$ cat config.mk
export PLATFORM = sky130hd
export DESIGN_NAME = brd_fifo
export DESIGN_NICKNAME = d
export VERILOG_FILES = /design/src/rtl/brd_fifo.sv
export SDC_FILE = /design/constraint.sdc
export NUM_CORES = 1
export LEC_CHECK = 0
export CORE_ASPECT_RATIO = 1.5
export CORE_MARGIN = 4
export CORE_UTILIZATION = 65
export CTS_CLUSTER_DIAMETER = 40
export CTS_CLUSTER_SIZE = 40
export DETAILED_ROUTE_END_ITERATION = 10
export DONT_BUFFER_PORTS = 1
export MAX_ROUTING_LAYER = met4
export PLACE_DENSITY = 0.81
export SETUP_SLACK_MARGIN = 0.02
export SLEW_MARGIN = 40
export SYNTH_ARGS = -nofsm -noshare
export SYNTH_HDL_FRONTEND = slang
export SYNTH_SLANG_ARGS = --single-unit
$ cat constraint.sdc
create_clock -name i_clk -period 6.7 [get_ports i_clk]
set_input_delay 0 -clock i_clk [delete_from_list [all_inputs] [get_ports i_clk]]
set_output_delay 0 -clock i_clk [all_outputs]
set_load 0.01 [all_outputs]
$ cat src/rtl/brd_fifo.sv
// Small synchronous word queue with full/empty flags.
// Standalone; used for the input and result queues.
module brd_fifo #(
    parameter int WIDTH = 8,
    parameter int DEPTH = 4
) (
    input  logic             i_clk,
    input  logic             i_rst_n,
    input  logic             i_wr,
    input  logic [WIDTH-1:0] i_wdata,
    output logic             o_full,
    input  logic             i_rd,
    output logic [WIDTH-1:0] o_rdata,
    output logic             o_empty
);
    localparam int AW = (DEPTH > 1) ? $clog2(DEPTH) : 1;

    logic [WIDTH-1:0] r_mem [DEPTH];
    logic [AW-1:0]    r_wp, r_rp, n_wp, n_rp;
    logic [AW:0]      r_cnt;
    logic             wr_en, rd_en;

    assign o_full  = (r_cnt == (AW+1)'(DEPTH));
    assign o_empty = (r_cnt == '0);
    assign wr_en   = i_wr && !o_full;
    assign rd_en   = i_rd && !o_empty;
    assign o_rdata = r_mem[r_rp];
    assign n_wp    = (r_wp == AW'(DEPTH-1)) ? '0 : r_wp + 1'b1;
    assign n_rp    = (r_rp == AW'(DEPTH-1)) ? '0 : r_rp + 1'b1;

    always_ff @(posedge i_clk) begin
        if (wr_en) begin
            r_mem[r_wp] <= i_wdata;
        end
    end

    always_ff @(posedge i_clk) begin
        if (!i_rst_n) begin
            r_wp  <= '0;
            r_rp  <= '0;
            r_cnt <= '0;
        end else begin
            if (wr_en) r_wp <= n_wp;
            if (rd_en) r_rp <= n_rp;
            if (wr_en && !rd_en) r_cnt <= r_cnt + 1'b1;
            else if (rd_en && !wr_en) r_cnt <= r_cnt - 1'b1;
        end
    end
endmodule

==> flow_summary.json <==
{
  "ios": 22,
  "clk_latency_ps": 350,
  "first_global_vias": 899,
  "syn_inst": 93,
  "synth_top_cell_area_share_pct": 58.9,
  "fmax_ghz": 0.420,
  "grt_use_met1_pct": 18.3,
  "dr.pass1.iters": 4,
  "portBuffers": 0,
  "wl_per_cell_um": 18.7,
  "drt_iter0_markers": 24,
  "grt_pass1_wl_mm": 4.18,
  "cp_data_arrival_time_ps": 2650,
  "p_per_area_mw_per_mm2": 356,
  "tritoncts": "built",
  "netlist-cell-type-count": 23,
  "die_w_um": 48.9,
  "vias_per_cell": 6.02,
  "htree_levels": 2,
  "drive_above_1_share_pct": 15.0,
  "relSlewSlack_pct": 60.1,
  "hpwl_mm": 1.65,
  "cts.sinks": 41,
  "antenna_found_initial": 0,
  "drc": 0,
  "status": "finished, final reports clean",
  "core_area_mm2": 0.00242,
  "reg2reg_from": "r_cnt[1]",
  "synth-seq-area-share_pct": 70.0,
  "die_h_um": 69.3,
  "yosys.area.top_type": "edfxtp_1",
  "power.leakage_nw": 0.635,
  "hold_viol": 0,
  "initial_core_util_pct": 67.3,
  "gr-max-usage-layer": "met2",
  "ys_ff_latch": 41,
  "final_common_cell": "edfxtp_1",
  "area_growth_pct": 12.1,
  "clock_path_buffers": 2,
  "gr-total-overflow": 0,
  "grt_use_met2_pct": 29.8,
  "fin_crit_sh_pct": 35.5,
  "post_cts_resized": 0,
  "hp-start": "i_wr",
  "max_cap_viol_count": 0,
  "ctsRootBufferMaster": "clkbuf_4",
  "ant_nets": 0,
  "pre_cts_ws_ps": 4300,
  "fin_tns_setup_ps": 0,
  "fin_nets": 125,
  "cts_buffers": 5,
  "min_path_type": "input pin to flip-flop",
  "grtUsageTotal_pct": 17.4,
  "syn_area_mm2": 0.00163,
  "end_kind": "flip-flop",
  "clock_skew_ps": 9.72,
  "clkSlewWorstSetupHoldPaths_ps": 120,
  "layout_common_cells": "edfxtp_1 (32), dlygate4sd3_1 (10), dfxtp_1 (9), mux4_2 (8)",
  "reg2reg_depth": 7,
  "antenna_cells": 0,
  "die_area_mm2": 0.00339,
  "gp_congestion": 0.685,
  "syn_nets": 112,
  "worstPathRequired_ps": 6970,
  "rsz0062_at_grt": "false",
  "setup_viol": 0,
  "crit_path_start": "r_cnt[1]",
  "routed_wl_mm": 2.45,
  "postLayoutSetupSlackWorst_ps": 4320,
  "cp_max_fo": 5,
  "synth_area_leaders": "edfxtp_1 (59%), dfxtp_1 (11%), mux4_2 (11%)",
  "grtUsageMet3_pct": 4.52,
  "ys_warn_count": 0,
  "ir_worst_vdd_uv": 207,
  "criticalPathCategory": "flip-flop to flip-flop",
  "rows": 22,
  "num_vias": 788,
  "avgSynthCellArea_um2": 17.5,
  "startpoint_type": "flip-flop",
  "tightestPinTransition_ps": 594,
  "slew_viol_final": 0,
  "grt_max_degree": 13,
  "hold-path-cell-count": 2,
  "period_needed_ps": 2380,
  "fillers": 153
}
-- stage by stage --
step	power [mW]	util (%)	cells	hold WS [ps]	area (um2)
CTS	0.657	75.5	131	22.5	1830
detailed placement	0.488	67.8	113	99.0	1640
floorplan	0.463	-	93	98.9	1630
global placement	0.482	67.8	113	99.0	1640
global route	0.689	75.5	131	45.4	1830
finish	0.652	75.5	131	27.7	1830
-- logic make-up after synthesis --
| kind of cell | after synthesis | synth area share, % |
|---|---|---|
| compound gates | 5 | 1.84 |
| xor+xnor | 2 | 1.07 |
| fa+ha+maj | 7 | 5.83 |
| buf+inv | 7 | 1.76 |
| flops | 41 | 70.0 |
| mux | 11 | 12.9 |
| simple gates | 20 | 6.60 |
-- sequential cells by signal (all words and copies together) (netlist names), named ones only --
| register | flops |
|---|---|
| r_mem | 32 |
| r_rp | 2 |
| r_wp | 2 |
| r_cnt | 3 |
-- synth_stat cells --
master and number:
edfxtp_1 32, dfxtp_1 9, mux4_2 8, ha_1 6, nand2_1 6, and2_1 5, inv_1 3, mux2i_1 3
o21ai_0 3, buf_2 2, nand3_1 2, nor2_1 2, nor2b_1 2, a21boi_0 1, buf_1 1, clkbuf_1 1
fa_1 1, nor3_1 1, nor3b_2 1, o31ai_1 1, or3_1 1, xnor2_1 1, xor2_1 1
-- power by group --
| group | leakage (nW) | switching, mW | total (mW) | internal, mW |
|---|---|---|---|---|
| combinational | 0.222 | 0.0705 | 0.142 | 0.0712 |
| sequential | 0.367 | 0.0334 | 0.346 | 0.313 |
| clock | 0.0455 | 0.0746 | 0.164 | 0.0891 |
| total | 0.635 | 0.178 | 0.652 | 0.473 |
-- timing repair --
item | in CTS | in global routing
hold buffers | 10 | 0
setup endpoints to repair | 0 | 0
hold endpoints to repair | 41 | 0
buffers inserted | 0 | 0
-- metal layers --
metal  part of all wire (%)  vias to the layer above  wire length, um
li1                       -                      376                -
met1                     38                      384              924
met2                     55                       22             1350
met3                    4.9                        6              120
met4                    2.2                        0               55
met5                      0                        -                0
-- critical path, cell delays in order, from the launching register on --
cell	delay (ps)
dfxtp_1	390
o31ai_1	560
ha_1	290
inv_1	60
fa_1	370
xor2_1	160
or3_1	300
a21boi_0	170
-- path summary, 6_finish.rpt --
kind / to / slack [ps]
hold reg to reg: r_wp[0] / 530
setup reg to reg: r_cnt[2] / 4320
setup / recovery: r_cnt[2] / 4320
hold / removal: r_wp[0] / 30
-- final cells by class --
| type | count | area (um2) | share of cell area (%) |
|---|---|---|---|
| flip-flops and latches | 41 | 1140 | 62.4 |
| clock buffers | 7 | 55.1 | 3.01 |
| well taps | 24 | 30.0 | 1.64 |
| multi-input cells | 45 | 460 | 25.2 |
| repair buffers | 10 | 100 | 5.48 |
| inverters | 3 | 11.3 | 0.616 |
| clock inverters | 1 | 30.0 | 1.64 |
Power figures use the tool's default switching activity.
