===== src/rtl/brd_pkg.sv =====
// Shared types, codes and helpers for the BMP raster/RLE decoder.
// No dependencies.
package brd_pkg;

    localparam logic [12:0] C_MAX_DIM = 13'd4096;
    localparam logic [12:0] C_MIN_W   = 13'd8;
    localparam logic [12:0] C_MIN_H   = 13'd1;

    localparam logic [1:0] K_SEG  = 2'd0;
    localparam logic [1:0] K_DONE = 2'd1;
    localparam logic [1:0] K_ERR  = 2'd2;

    localparam logic [2:0] F_RGB  = 3'd4;
    localparam logic [2:0] F_RLE4 = 3'd6;

    localparam logic [1:0] CFG_WIDTH  = 2'd0;
    localparam logic [1:0] CFG_HEIGHT = 2'd1;
    localparam logic [1:0] CFG_FORMAT = 2'd2;
    localparam logic [1:0] CFG_PALSZ  = 2'd3;

    localparam logic [7:0] RC_EOL   = 8'd0;
    localparam logic [7:0] RC_EOB   = 8'd1;
    localparam logic [7:0] RC_DELTA = 8'd2;

    typedef struct packed {
        logic        operation;
        logic [7:0]  palette_index;
        logic [23:0] palette_color;
        logic [7:0]  data_byte;
        logic        end_of_data;
    } t_item;

    typedef struct packed {
        logic [1:0]  kind;
        logic [11:0] column;
        logic [11:0] row;
        logic [7:0]  run_length;
        logic [23:0] first_color;
        logic [23:0] second_color;
        logic        alternate;
        logic        last_of_item;
    } t_res;

    typedef enum logic [2:0] {
        CL_PAL, CL_DROP, CL_RAW, CL_RLE, CL_BAD
    } t_class;

    typedef struct packed {
        logic   valid;
        t_class cls;
        t_item  item;
    } t_head;

    typedef struct packed {
        logic [2:0] fmt;
        logic       fin;
    } t_dec_stat;

    typedef enum logic [2:0] {
        PH_FIRST, PH_CODE, PH_DX, PH_DY, PH_ABS, PH_ABSPAD, PH_ROWPAD
    } t_phase;

    typedef enum logic [3:0] {
        S_IDLE, S_START, S_TC, S_RAW_RD, S_RAW_PIX, S_RAW_END,
        S_RUN_RD1, S_RUN_RD2, S_RUN_RD3, S_RUN, S_ABS_RD, S_ABS_PIX,
        S_EOD, S_FLUSH
    } t_state;

    function automatic logic [12:0] sat_dim(input logic [12:0] v, input logic [12:0] lo);
        logic [12:0] r;
        r = v;
        if (v < lo) r = lo;
        if (v > C_MAX_DIM) r = C_MAX_DIM;
        return r;
    endfunction

    function automatic t_res mk_seg(input logic [12:0] col, input logic signed [13:0] row,
                                    input logic [7:0] len, input logic [23:0] c1,
                                    input logic [23:0] c2, input logic alt);
        t_res r;
        r.kind         = K_SEG;
        r.column       = col[11:0];
        r.row          = row[11:0];
        r.run_length   = len;
        r.first_color  = c1;
        r.second_color = alt ? c2 : 24'd0;
        r.alternate    = alt;
        r.last_of_item = 1'b0;
        return r;
    endfunction

    function automatic t_res mk_stat(input logic [1:0] kind);
        t_res r;
        r      = '0;
        r.kind = kind;
        return r;
    endfunction

endpackage


===== src/rtl/brd_fifo.sv =====
// Small synchronous word queue with full/empty flags.
// Standalone; used for the input and result queues.
module brd_fifo #(
    parameter int WIDTH = 8,
    parameter int DEPTH = 4
) (
    input  logic             i_clk,
    input  logic             i_rst_n,
    input  logic             i_wr,
    input  logic [WIDTH-1:0] i_wdata,
    output logic             o_full,
    input  logic             i_rd,
    output logic [WIDTH-1:0] o_rdata,
    output logic             o_empty
);
    localparam int AW = (DEPTH > 1) ? $clog2(DEPTH) : 1;

    logic [WIDTH-1:0] r_mem [DEPTH];
    logic [AW-1:0]    r_wp, r_rp, n_wp, n_rp;
    logic [AW:0]      r_cnt;
    logic             wr_en, rd_en;

    assign o_full  = (r_cnt == (AW+1)'(DEPTH));
    assign o_empty = (r_cnt == '0);
    assign wr_en   = i_wr && !o_full;
    assign rd_en   = i_rd && !o_empty;
    assign o_rdata = r_mem[r_rp];
    assign n_wp    = (r_wp == AW'(DEPTH-1)) ? '0 : r_wp + 1'b1;
    assign n_rp    = (r_rp == AW'(DEPTH-1)) ? '0 : r_rp + 1'b1;

    always_ff @(posedge i_clk) begin
        if (wr_en) begin
            r_mem[r_wp] <= i_wdata;
        end
    end

    always_ff @(posedge i_clk) begin
        if (!i_rst_n) begin
            r_wp  <= '0;
            r_rp  <= '0;
            r_cnt <= '0;
        end else begin
            if (wr_en) r_wp <= n_wp;
            if (rd_en) r_rp <= n_rp;
            if (wr_en && !rd_en) r_cnt <= r_cnt + 1'b1;
            else if (rd_en && !wr_en) r_cnt <= r_cnt - 1'b1;
        end
    end
endmodule


===== src/rtl/brd_front.sv =====
// Front end: input word queue and classification of the head word.
// Depends on brd_pkg and brd_fifo.
module brd_front #(
    parameter int DEPTH = 2
) (
    input  logic              i_clk,
    input  logic              i_rst_n,
    input  logic              push,
    output logic              full,
    input  brd_pkg::t_item    i_item,
    input  brd_pkg::t_dec_stat i_stat,
    input  logic              i_pop,
    output brd_pkg::t_head    o_head
);
    import brd_pkg::*;

    logic [$bits(t_item)-1:0] rdata;
    logic                     empty;
    t_item                    head;

    brd_fifo #(.WIDTH($bits(t_item)), .DEPTH(DEPTH)) u_q (
        .i_clk   (i_clk),
        .i_rst_n (i_rst_n),
        .i_wr    (push),
        .i_wdata (i_item),
        .o_full  (full),
        .i_rd    (i_pop),
        .o_rdata (rdata),
        .o_empty (empty)
    );

    assign head = t_item'(rdata);

    always_comb begin
        o_head.valid = !empty;
        o_head.item  = head;
        if (!head.operation) o_head.cls = CL_PAL;
        else if (i_stat.fin) o_head.cls = CL_DROP;
        else if (i_stat.fmt inside {[3'd0:F_RGB]}) o_head.cls = CL_RAW;
        else if (i_stat.fmt inside {[3'd5:F_RLE4]}) o_head.cls = CL_RLE;
        else o_head.cls = CL_BAD;
    end
endmodule


===== config.mk =====
export PLATFORM = sky130hd
export DESIGN_NAME = brd_front
export DESIGN_NICKNAME = d
export VERILOG_FILES = /design/src/rtl/brd_pkg.sv /design/src/rtl/brd_fifo.sv /design/src/rtl/brd_front.sv
export SDC_FILE = /design/constraint.sdc
export NUM_CORES = 1
export LEC_CHECK = 0
export BUFFER_PORTS_ARGS = -buffer_cell sky130_fd_sc_hd__buf_2
export CORE_MARGIN = 4
export CORE_UTILIZATION = 40
export CTS_CLUSTER_SIZE = 20
export DETAILED_ROUTE_END_ITERATION = 7
export GPL_TIMING_DRIVEN = 0
export PLACE_DENSITY = 0.66
export REMOVE_ABC_BUFFERS = 1
export SLEW_MARGIN = 40
export SYNTH_ARGS = -nofsm -noshare
export SYNTH_HDL_FRONTEND = slang
export SYNTH_SLANG_ARGS = --single-unit

===== constraint.sdc =====
create_clock -name i_clk -period 2.7 [get_ports i_clk]
set_input_delay 0.27 -clock i_clk [delete_from_list [all_inputs] [get_ports i_clk]]
set_output_delay 0.27 -clock i_clk [all_outputs]
set_load 0.02 [all_outputs]

==> flow_summary.toml <==
[outcome]
status = "completed"

[power]
combPwrFrac = 0.307
ir_drop_mv = 0.3982
seqPwrFrac = 0.470
power_switching_share = 0.3082
p_per_area_nw_per_um2 = 927.8
power.switching_mw = 1.191
leakage_nw = 1.577
p_int_mw = 2.674
pwr-share-clk = 0.223

[min_path]
hold_depth = 1
hp-class = "input pin to flip-flop"
holdPathEnd = "u_q.r_mem[1][16]$_DFFE_PP_"
min-delay-start = "i_item[16]"

[drt]
routed_wl_um = 5781
drtPass1Iterations = 3
viasPerCell = 4.720
drtAntennaViolNets = 0
route.detailed.drc = 0
route.vias.total = 1784
wire_per_inst_um = 15.29
first_iter_violations = 39

[cells_and_area]
ff_latch_area_um2 = 2626
drive_above_1_share = 0.5833
diodes = 0
multi_input_area_um2 = 646.9
area_growth_pct = 26.05
final_nets = 322
fillers = 698
utilization = 0.5281

[grt]
overflow = 0
antenna_found_initial = 0
grt_usage = 0.1238
grt_max_degree = 32
grt_pass1_wl_um = 9335
grt_pass1_vias = 1911

[critical_path]
r2r-start = "u_q.r_cnt[0]$_SDFFE_PN0P_"
rrSetupSlack_ns = 0.85
start_kind = "flip-flop"
critPathRequiredTime_ns = 2.43
r2r_end = "u_q.r_mem[0][0]$_DFFE_PP_"
crit_type = "flip-flop to primary output"
cp.arrival_ns = 1.67
worst-r2r-cell-count = 5
worst-path-max-fanout = 31
crit_path_end_kind = "primary output"

[sta]
fin_crit_sh = 0.7186
slew_headroom = 0.5995
drv_slew = 0
rsz0062_at_grt = "no"
hold_ws_ns = 0.1094
hold_viol_final = 0
fmax_mhz = 515.4
worstMarginPinSlew_ns = 0.5987
setup_viol = 0
fin_skew_ns = 0.004395
min_period_ns = 1.940

[synth]
synth_edf_count = 84
yosys_warnings = 0
ys_ff_latch = 89
async_flop_share = 0
synth_cell_types = 27
synth_area_um2 = 3304
synth_ff_type = "edfxtp_1"
syn_avg_cell_area_um2 = 20.27
seq_area_frac_synth = 0.7936
syn-instance-count = 163

[clocking]
htree_levels = 3
cts_resized = 0
cts_made_buffers = 9
cts_num_sinks = 89
insertion_delay_ns = 0.34
cts_tree = "yes"
clk_pin_slew_worst_paths_ns = 0.08
clockBufferDepth = 2
root_buffer = "clkbuf_8"
cts_setup_buffers = 0
cts_hold_buf = 0

[floorplan]
start_util = 0.4189
die-width_um = 98.89
num_rows = 32
core_area_um2 = 7888
ioPinCount = 97
die-area_um2 = 9779
fp.dieH_um = 98.89

[job]
drv_cap = 0

[placed_design]
dp_hpwl_um = 4135
place.port_buffers = 96
place_congestion = 0.6569
==> synth_stat cells, types with 2 or more instances <==
master / instances / area, um^2
xnor2_1: 2 / 17.52
edfxtp_1: 84 / 2522
nor2_1: 2 / 7.510
mux2_2: 41 / 461.7
and2_1: 3 / 18.77
buf_4: 4 / 30.03
xor2_1: 2 / 17.52
inv_1: 2 / 7.510
dfxtp_1: 5 / 100.1
==> per-stage QoR <==
stage / power (mW) / setup WS, ns / std cells / area [um^2] / setup TNS [ns]
final: 3.865 / 0.7598 / 378 / 4165 / 0
after global routing: 4.079 / 0.5976 / 378 / 4165 / 0
after CTS: 3.924 / 0.6892 / 378 / 4165 / 0
after detailed placement: 3.060 / 0.8406 / 362 / 3978 / 0
after global placement: 2.993 / -1.069 / 356 / 3877 / -46.25
after floorplan: 2.613 / -0.02230 / 158 / 3269 / -0.9367
==> state kept, by name, summed over array words and instances (netlist names), named ones only <==
register	flops
u_q.r_cnt	2
u_q.r_mem	84
u_q.r_rp	1
u_q.r_wp	1
==> layer usage <==
metal	wire length (um)	global-route usage	vias up
li1	-	-	850
met1	2613	0.1625	847
met2	2626	0.1911	79
met3	470	0.03892	8
met4	71	0.05042	0
met5	0	0	-
==> placed cells by master, fill, tap and decap left out <==
cell type / instances
a21boi_0: 1
a21boi_1: 1
a21oi_1: 1
and2_1: 3
and3_4: 1
buf_12: 2
buf_2: 96
buf_6: 4
bufinv_16: 1
clkbuf_1: 2
clkbuf_8: 9
clkinv_1: 1
clkinv_2: 1
clkinv_4: 2
dfxtp_1: 4
dfxtp_4: 1
edfxtp_1: 84
ha_1: 1
inv_1: 2
inv_2: 1
mux2_2: 41
mux2i_1: 1
nand2b_1: 1
nand3_1: 1
nor2_1: 2
nor3_1: 1
nor3_4: 1
nor3b_1: 1
o21a_1: 1
o21ai_0: 1
o21ai_1: 1
or2_2: 1
or3_1: 1
xnor2_1: 2
xor2_1: 2
==> cells by family after synthesis <==
family	count (synthesis)	synth area share
DFF	89	0.7936
muxes	42	0.1427
and+or+nand+nor	13	0.02386
buffers and inverters	8	0.01401
AOI/OAI and AO/OA	6	0.01136
xor gates and xnor gates	4	0.01060
adders and majority gates	1	0.003786
==> worst max-delay path by stage <==
stage	slack [ns]	endpoint	depth (start not counted)	start
global route	0.60	o_head[44]	4	flip-flop
detailed placement	0.84	u_q.r_mem[0][24]$_DFFE_PP_	5	u_q.r_cnt[0]$_SDFFE_PN0P_
global placement	-1.07	u_q.r_mem[0][31]$_DFFE_PP_	3	u_q.r_cnt[0]$_SDFFE_PN0P_
floorplan	-0.02	u_q.r_mem[0][0]$_DFFE_PP_	3	u_q.r_cnt[0]$_SDFFE_PN0P_
CTS	0.69	o_head[44]	4	flip-flop
finish	0.76	o_head[44]	4	flip-flop
==> power groups by stage <==
stage | logic, mW | registers (mW) | clock network, mW
6_report | 1.19 | 1.82 | 0.862
4_1_cts | 1.21 | 1.82 | 0.888
3_5_place_dp | 1.21 | 1.85 | 0
5_1_grt | 1.28 | 1.84 | 0.954
3_3_place_gp | 1.07 | 1.92 | 0
2_1_floorplan | 0.744 | 1.87 | 0
==> layout make-up <==
type / count / area share
flip-flops and latches: 89 / 0.6305
repair buffers: 102 / 0.1358
multi-input cells: 66 / 0.1553
clock buffers: 11 / 0.03154
clock inverters: 5 / 0.01352
inverters: 3 / 0.002704
well taps: 102 / 0.03064
==> critical path, cell delays in order (launching register included) <==
cell and delay (ns):
dfxtp_4 0.46, buf_12 0.24, mux2i_1 0.36, nor3_1 0.09, buf_2 0.17
(Power assumes the default switching activity.)
